`src/rtl/ps2kt_pkg.sv`:
```
// Shared package for the PS/2 scan code key tracker.
// Holds the operation codes, scan code constants, the character lookup and
// the FIFO status type. Depends on nothing.
package ps2kt_pkg;

  // Operation codes carried on the op field.
  typedef enum logic [1:0] {
    OP_SCAN  = 2'd0,
    OP_POP   = 2'd1,
    OP_QUERY = 2'd2
  } op_t;

  localparam logic [7:0] SCAN_RELEASE  = 8'hF0;
  localparam logic [7:0] SCAN_EXTENDED = 8'hE0;
  localparam logic [7:0] CHAR_ENTER    = 8'h0D;
  localparam logic [7:0] CHAR_NEWLINE  = 8'h0A;
  localparam logic [7:0] TABLE_SIZE    = 8'd94;

  localparam int MAP_ROWS   = 8;
  localparam int ROW_WIDTH  = 32;
  localparam int ROW_ADDR_W = 3;
  localparam int BIT_ADDR_W = 5;

  // Status that the key FIFO reports to the top level.
  typedef struct packed {
    logic empty;
    logic full;
  } fifo_status_t;

  // Maps a completed scan code to its character.
  function automatic logic [7:0] char_lookup(input logic [7:0] code, input logic extended);
    logic [7:0] c;
    c = CHAR_NEWLINE;
    if (extended || (code >= TABLE_SIZE)) begin
      c = CHAR_ENTER;
    end else begin
      case (code)
        8'd14: c = 8'h60;
        8'd21: c = 8'h51;
        8'd22: c = 8'h31;
        8'd26: c = 8'h5A;
        8'd27: c = 8'h53;
        8'd28: c = 8'h41;
        8'd29: c = 8'h57;
        8'd30: c = 8'h32;
        8'd33: c = 8'h43;
        8'd34: c = 8'h58;
        8'd35: c = 8'h44;
        8'd36: c = 8'h45;
        8'd37: c = 8'h34;
        8'd38: c = 8'h33;
        8'd41: c = 8'h20;
        8'd42: c = 8'h56;
        8'd43: c = 8'h46;
        8'd44: c = 8'h54;
        8'd45: c = 8'h52;
        8'd46: c = 8'h35;
        8'd49: c = 8'h4E;
        8'd50: c = 8'h42;
        8'd51: c = 8'h48;
        8'd52: c = 8'h47;
        8'd53: c = 8'h59;
        8'd54: c = 8'h36;
        8'd58: c = 8'h4D;
        8'd59: c = 8'h4A;
        8'd60: c = 8'h55;
        8'd61: c = 8'h37;
        8'd62: c = 8'h38;
        8'd65: c = 8'h2C;
        8'd66: c = 8'h4B;
        8'd67: c = 8'h49;
        8'd68: c = 8'h4F;
        8'd69: c = 8'h30;
        8'd70: c = 8'h39;
        8'd73: c = 8'h2E;
        8'd74: c = 8'h2F;
        8'd75: c = 8'h4C;
        8'd76: c = 8'h3B;
        8'd77: c = 8'h50;
        8'd78: c = 8'h2D;
        8'd82: c = 8'h27;
        8'd84: c = 8'h5B;
        8'd85: c = 8'h3D;
        8'd91: c = 8'h5D;
        8'd93: c = 8'h5C;
        default: c = CHAR_NEWLINE;
      endcase
    end
    return c;
  endfunction

endpackage

```
`src/rtl/ps2kt_key_fifo.sv`:
```
// Key character FIFO for the PS/2 scan code key tracker.
// A synchronous memory with registered read data and wrapping pointers.
// Depends on ps2kt_pkg for the status type.
module ps2kt_key_fifo #(
  parameter int DEPTH = 8
) (
  input  logic                     clk,
  input  logic                     rst,
  input  logic                     push_req,
  input  logic [7:0]               push_data,
  input  logic                     pop_req,
  output logic [7:0]               pop_data,
  output ps2kt_pkg::fifo_status_t  status
);
  import ps2kt_pkg::*;

  localparam int PTR_W = (DEPTH > 1) ? $clog2(DEPTH) : 1;
  localparam int CNT_W = $clog2(DEPTH + 1);

  logic [7:0]       mem [DEPTH];
  logic [PTR_W-1:0] wr_ptr;
  logic [PTR_W-1:0] rd_ptr;
  logic [CNT_W-1:0] count;
  logic             do_push;
  logic             do_pop;

  // A push into a full FIFO and a pop from an empty one are dropped.
  assign status.empty = (count == '0);
  assign status.full  = (count == CNT_W'(DEPTH));
  assign do_push      = push_req && !status.full;
  assign do_pop       = pop_req && !status.empty;

  // Storage write and registered read.
  always_ff @(posedge clk) begin
    if (do_push) begin
      mem[wr_ptr] <= push_data;
    end
    if (do_pop) begin
      pop_data <= mem[rd_ptr];
    end
  end

  // Pointers and fill count.
  always_ff @(posedge clk) begin
    if (rst) begin
      wr_ptr <= '0;
      rd_ptr <= '0;
      count  <= '0;
    end else begin
      if (do_push) begin
        wr_ptr <= (wr_ptr == PTR_W'(DEPTH - 1)) ? '0 : wr_ptr + 1'b1;
      end
      if (do_pop) begin
        rd_ptr <= (rd_ptr == PTR_W'(DEPTH - 1)) ? '0 : rd_ptr + 1'b1;
      end
      if (do_push && !do_pop) begin
        count <= count + 1'b1;
      end else if (do_pop && !do_push) begin
        count <= count - 1'b1;
      end
    end
  end

endmodule

```
`src/rtl/ps2_scan_code_key_tracker_unit.sv`:
```
// PS/2 scan code key tracker: prefix decoding, pressed-key map and key FIFO.
// A request goes through the second stage registers and then the output register.
// Throughput: one request per cycle while the output is not stalled; the map row
// read-modify-write overlaps with the next read through a forwarding register.
// Reset clears the prefix flags, FIFO pointers, row valid bits and both
// pipeline valids; no clearing pass is needed.
module ps2_scan_code_key_tracker_unit #(
  parameter int FIFO_DEPTH = 8
) (
  input  logic       clk,
  input  logic       rst,
  input  logic       in_valid,
  output logic       in_stall,
  input  logic [1:0] op,
  input  logic [7:0] scan_byte,
  input  logic [7:0] query_char,
  output logic       out_valid,
  input  logic       out_stall,
  output logic       key_done,
  output logic [7:0] popped_char,
  output logic       is_pressed
);
  import ps2kt_pkg::*;

  // Pressed map memory and its per-row valid bits.
  logic [ROW_WIDTH-1:0]  map_mem [MAP_ROWS];
  logic [MAP_ROWS-1:0]   row_vld;
  logic [ROW_WIDTH-1:0]  map_rd;

  // Prefix flags.
  logic ext_flag;
  logic rel_flag;

  // Request stage signals.
  logic                  in_accept;
  logic                  advance;
  logic                  is_scan;
  logic                  is_prefix;
  logic                  scan_done;
  logic [7:0]            scan_char;
  logic [7:0]            map_addr;

  // Second stage registers.
  logic                  s1_valid;
  logic                  s1_done;
  logic                  s1_press;
  logic                  s1_query;
  logic                  s1_pop_hit;
  logic [ROW_ADDR_W-1:0] s1_row;
  logic [BIT_ADDR_W-1:0] s1_bit;

  // Forwarding of the last row written.
  logic                  fwd_vld;
  logic [ROW_ADDR_W-1:0] fwd_row;
  logic [ROW_WIDTH-1:0]  fwd_data;

  logic [ROW_WIDTH-1:0]  row_old;
  logic [ROW_WIDTH-1:0]  row_new;
  logic [ROW_WIDTH-1:0]  bit_mask;

  // FIFO interface.
  logic                  fifo_push;
  logic                  fifo_pop;
  logic [7:0]            fifo_data;
  fifo_status_t          fifo_stat;

  // Handshake: the second stage moves on whenever the output register frees up.
  assign advance   = s1_valid && (!out_valid || !out_stall);
  assign in_stall  = s1_valid && !advance;
  assign in_accept = in_valid && !in_stall;

  // Decode of the incoming request.
  assign is_scan   = (op == OP_SCAN);
  assign is_prefix = (scan_byte == SCAN_RELEASE) || (scan_byte == SCAN_EXTENDED);
  assign scan_done = is_scan && !is_prefix;
  assign scan_char = char_lookup(scan_byte, ext_flag);
  assign map_addr  = is_scan ? scan_char : query_char;
  assign fifo_push = in_accept && scan_done && !rel_flag;
  assign fifo_pop  = in_accept && (op == OP_POP);

  ps2kt_key_fifo #(
    .DEPTH(FIFO_DEPTH)
  ) u_fifo (
    .clk      (clk),
    .rst      (rst),
    .push_req (fifo_push),
    .push_data(scan_char),
    .pop_req  (fifo_pop),
    .pop_data (fifo_data),
    .status   (fifo_stat)
  );

  // Prefix flag register.
  always_ff @(posedge clk) begin
    if (rst) begin
      ext_flag <= 1'b0;
      rel_flag <= 1'b0;
    end else if (in_accept && is_scan) begin
      if (scan_byte == SCAN_RELEASE) begin
        rel_flag <= 1'b1;
      end else if (scan_byte == SCAN_EXTENDED) begin
        ext_flag <= 1'b1;
      end else begin
        ext_flag <= 1'b0;
        rel_flag <= 1'b0;
      end
    end
  end

  // Second stage control.
  always_ff @(posedge clk) begin
    if (rst) begin
      s1_valid <= 1'b0;
    end else if (in_accept) begin
      s1_valid <= 1'b1;
    end else if (advance) begin
      s1_valid <= 1'b0;
    end
  end

  // Second stage payload and the map row read.
  always_ff @(posedge clk) begin
    if (in_accept) begin
      s1_done    <= scan_done;
      s1_press   <= !rel_flag;
      s1_query   <= (op == OP_QUERY);
      s1_pop_hit <= (op == OP_POP) && !fifo_stat.empty;
      s1_row     <= map_addr[7:BIT_ADDR_W];
      s1_bit     <= map_addr[BIT_ADDR_W-1:0];
      map_rd     <= map_mem[map_addr[7:BIT_ADDR_W]];
    end
  end

  // Current row contents: a write at the read edge wins, an unwritten row reads zero.
  always_comb begin
    if (fwd_vld && (fwd_row == s1_row)) begin
      row_old = fwd_data;
    end else if (row_vld[s1_row]) begin
      row_old = map_rd;
    end else begin
      row_old = '0;
    end
    bit_mask = ROW_WIDTH'(1) << s1_bit;
    row_new  = s1_press ? (row_old | bit_mask) : (row_old & ~bit_mask);
  end

  // Map write-back when a completed key code leaves the second stage.
  always_ff @(posedge clk) begin
    if (advance && s1_done) begin
      map_mem[s1_row] <= row_new;
      fwd_row         <= s1_row;
      fwd_data        <= row_new;
    end
  end

  always_ff @(posedge clk) begin
    if (rst) begin
      row_vld <= '0;
      fwd_vld <= 1'b0;
    end else if (advance && s1_done) begin
      row_vld[s1_row] <= 1'b1;
      fwd_vld         <= 1'b1;
    end
  end

  // Output register.
  always_ff @(posedge clk) begin
    if (rst) begin
      out_valid <= 1'b0;
    end else if (advance) begin
      out_valid <= 1'b1;
    end else if (!out_stall) begin
      out_valid <= 1'b0;
    end
  end

  always_ff @(posedge clk) begin
    if (advance) begin
      key_done    <= s1_done;
      popped_char <= s1_pop_hit ? fifo_data : 8'd0;
      is_pressed  <= s1_query && row_old[s1_bit];
    end
  end

endmodule

```
`config.mk`:
```
export PLATFORM = sky130hd
export DESIGN_NAME = ps2_scan_code_key_tracker_unit
export DESIGN_NICKNAME = d
export VERILOG_FILES = /design/src/rtl/ps2kt_pkg.sv /design/src/rtl/ps2kt_key_fifo.sv /design/src/rtl/ps2_scan_code_key_tracker_unit.sv
export SDC_FILE = /design/constraint.sdc
export NUM_CORES = 1
export LEC_CHECK = 0
export BUFFER_PORTS_ARGS = -buffer_cell sky130_fd_sc_hd__buf_2
export CORE_MARGIN = 2
export CORE_UTILIZATION = 53
export DETAILED_ROUTE_END_ITERATION = 7
export GPL_TIMING_DRIVEN = 0
export HOLD_SLACK_MARGIN = 0.15
export PLACE_DENSITY = 0.67
export SYNTH_ARGS = -nofsm -noshare
export SYNTH_HDL_FRONTEND = slang
export SYNTH_SLANG_ARGS = --single-unit
```
`constraint.sdc`:
```
create_clock -name clk -period 9.5 [get_ports clk]
set_input_delay 1.9 -clock clk [delete_from_list [all_inputs] [get_ports clk]]
set_output_delay 1.9 -clock clk [all_outputs]
set_load 0.02 [all_outputs]
```
==> impl_metrics.yaml <==
run_status:
  outcome: "finished clean"
floorplan:
  initial_core_util_pct: 53.7
  ios: 34
  row_count: 68
  design.core.area_um2: 34500
  die_y_um: 191
  dieArea_um2: 36400
  die_width_um: 191
route:
  dr_wl_met2_um: 21200
  num_vias: 11995
  met1Wirelength_um: 19200
  routed_wl_um: 45200
  top_layer: "met4"
  drt_iter0_drc: 1302
  drcViolationCount: 0
  routed_via_density: 6.20
  final_antenna_net_count: 0
  drtPass1Iterations: 6
  routedWlPerCell_um: 23.3
  wl_met3_um: 3160
layout:
  area_growth_pct: 13.2
  final_nets: 1485
  diodes: 0
  drive_above_1_share_pct: 16.1
  finalNonFillerCells: 1935
  fin_area_um2: 20900
logic_synthesis:
  synthMuxAreaShare_pct: 3.56
  yosysMostFrequentCell: "edfxtp_1"
  yosys_most_used_dff: "edfxtp_1"
  synthSimpleGateAreaFrac_pct: 9.34
  synth_cells: 1356
  synthTopCellsByArea: "edfxtp_1 66%, nand2_1 4.3%, a21oi_1 3.1%"
  synth_edf_count: 407
  synthXorXnorAreaFrac_pct: 0.284
  synth_top_cell_by_area: "edfxtp_1"
  ys_async_sr_fraction_pct: 0
  synth_area_per_cell_um2: 13.6
  synth_top_cells_by_count: "407 x edfxtp_1, 214 x nand2_1, 115 x a21oi_1, 84 x nor2_1, 40 x buf_2"
  ys_seq_area_share_pct: 68.6
  synth_top_area_share_pct: 66.1
  ys_warn_count: 0
  netlist_area_um2: 18500
  ys_seq_elements: 430
  synthAdderAreaFrac_pct: 0.987
  synth_fp_nets: 1392
  synth_compound_area_share_pct: 14.4
  synth_top_family_by_area: "compound AO/OA/AOI/OAI gates"
  ys_types: 70
placed_design:
  gp_congestion: 0.943
  pre_cts_slack_ps: 3890
  detailed_place_hpwl_um: 30200
  port_buffers: 32
  place_area_um2: 19600
  dp_cells: 1858
timing:
  relSlewSlack_pct: 11.5
  max_freq_ghz: 0.197
  skew_ps: 16.2
  rsz0062_at_grt: "no"
  hold_viol: 0
  postLayoutSetupSlackWorst_ps: 4420
  slew_viol_final: 0
  setup_tns_ps: 0
  worst_pin_slew_ps: 1310
  min_period_ps: 5080
  min_period_over_period_pct: 53.4
  final-setup-viol-count: 0
power:
  p_leak_nw: 7.08
  total_power_mw: 4.12
  power.density_nw_per_um2: 197
  peakVddDrop_mv: 0.138
job:
  maxCapViolCount: 0
cts:
  cts_root_buf: "clkbuf_16"
  cts.path.max_buffers: 3
  clkSinkCount: 430
  clk_latency_ps: 560
  cts_resized: 0
  holdBufCountCts: 0
  cts_setup_buffers: 0
  htreeDepth: 2
  cts_made_buffers: 43
  clkTransAtPathRegs_ps: 60
  cts_tree: "done"
critical_path:
  cp-start-kind: "input port"
  rr_worst_depth: 8
  rr_startpoint: "s1_row[2]$_DFFE_PN_"
  crit_arrival_ps: 5560
  cp_max_fo: 9
  crit_chain: "buf_2 > buf_2 > inv_1 > ha_1 > nand3_1 > nor4_1 > nor3_1 > nand3_1 > inv_1 > ha_1 > inv_1 > ha_1 > a21o_1 > a21oi_1 > xnor2_1 > or3_1 > a21oi_1"
  cpPeakStageDelay_ps: 420
  critical_path_buf_inv_count: 5
  crit_slowest_cell: "nor4_1"
  crit_type: "in2reg"
  end_kind: "flop"
  rr_endpoint: "map_mem[5][30]$_DFFE_PP_"
  cpLargestDelayFamily: "simple AND/OR/NAND/NOR gates"
  cp.required_ps: 9980
  reg2reg_setup_slack_ps: 5850
global_routing:
  grt_max_degree: 39
  grt_pass1_wl_um: 68900
  antenna_found_initial: 0
  grt_remaining_overflow: 0
  grt_pass1_vias: 11586
  grt_use_total_pct: 25.2
min_path:
  min_to: "fwd_row[2]$_DFFE_PP_"
  min_path_cells: 0
  min_from: "s1_row[2]$_DFFE_PN_"
  hold_path_class: "reg2reg"
-- power breakdown --
group	switching, mW	total, mW	internal (mW)
sequential	0.0231	2.14	2.11
combinational	0.219	0.331	0.112
clock	0.710	1.65	0.945
-- cell usage in the layout, fill, tap and decap left out, drive strengths merged, types with 13 or more instances in the layout --
cell type / netlist / layout
edfxtp: 407 / 407
nand2: 214 / 214
a21oi: 115 / 115
buf: 56 / 104
clkbuf: 36 / 85
nor2: 84 / 84
a21o: 36 / 36
a311oi: 34 / 34
a32o: 33 / 33
o21ai: 33 / 33
dfxtp: 23 / 23
inv: 19 / 23
nor2b: 19 / 19
nor3: 19 / 19
clkinv: 0 / 18
a221oi: 17 / 17
mux4: 17 / 17
a211oi: 16 / 16
a31oi: 14 / 14
mux2i: 14 / 14
and2: 13 / 13
ha: 13 / 13
-- registers in the layout, indices dropped and copies added (netlist names), 3 cells and up --
signal           count
map_mem            256
s1_bit               5
u_fifo.pop_data      7
row_vld              8
s1_row               3
fwd_data            32
u_fifo.rd_ptr        3
popped_char          7
map_rd              32
u_fifo.count         4
fwd_row              3
u_fifo.mem          56
u_fifo.wr_ptr        3
-- routing by layer --
metal / vias to the layer above / GRT usage (%)
li1: 5395 / -
met1: 6006 / 35.2
met2: 499 / 40.4
met3: 95 / 3.92
met4: 0 / 9.24
met5: - / 0
-- how the worst max path moves through the flow --
stage / cells after the start / startpoint / endpoint / slack, ps
3_5_place_dp: 17 / scan_byte[1] / u_fifo.count[3]$_SDFFE_PP0P_ / 3890
4_1_cts: 17 / scan_byte[1] / u_fifo.count[3]$_SDFFE_PP0P_ / 4460
2_1_floorplan: 12 / out_stall / u_fifo.count[3]$_SDFFE_PP0P_ / 3400
5_1_grt: 17 / scan_byte[1] / u_fifo.count[3]$_SDFFE_PP0P_ / 4090
6_report: 17 / scan_byte[1] / u_fifo.count[3]$_SDFFE_PP0P_ / 4420
3_3_place_gp: 5 / out_stall / map_mem[0][16]$_DFFE_PP_ / 790
-- layout make-up --
class,count,area (um2)
fill,2656,13500
sequential,430,12700
multi-input combinational,815,5370
clock buffer,49,1100
tap,455,569
buffer,92,448
timing repair buffer,48,434
clock inverter,27,260
inverter,19,71.3
-- through the flow --
stage	utilization [%]	hold WS, ps
after floorplan	-	418
after global placement	55.8	428
after detailed placement	56.8	438
after CTS	60.7	452
after global routing	60.8	461
final	60.8	448
-- cells by family after synthesis --
family / count (synthesis)
fa+ha+maj: 14
simple gates: 396
buf+inv: 111
compound gates: 355
mux: 43
flops: 430
xor+xnor: 6
other cells: 1
Power figures use the tool's default switching activity.
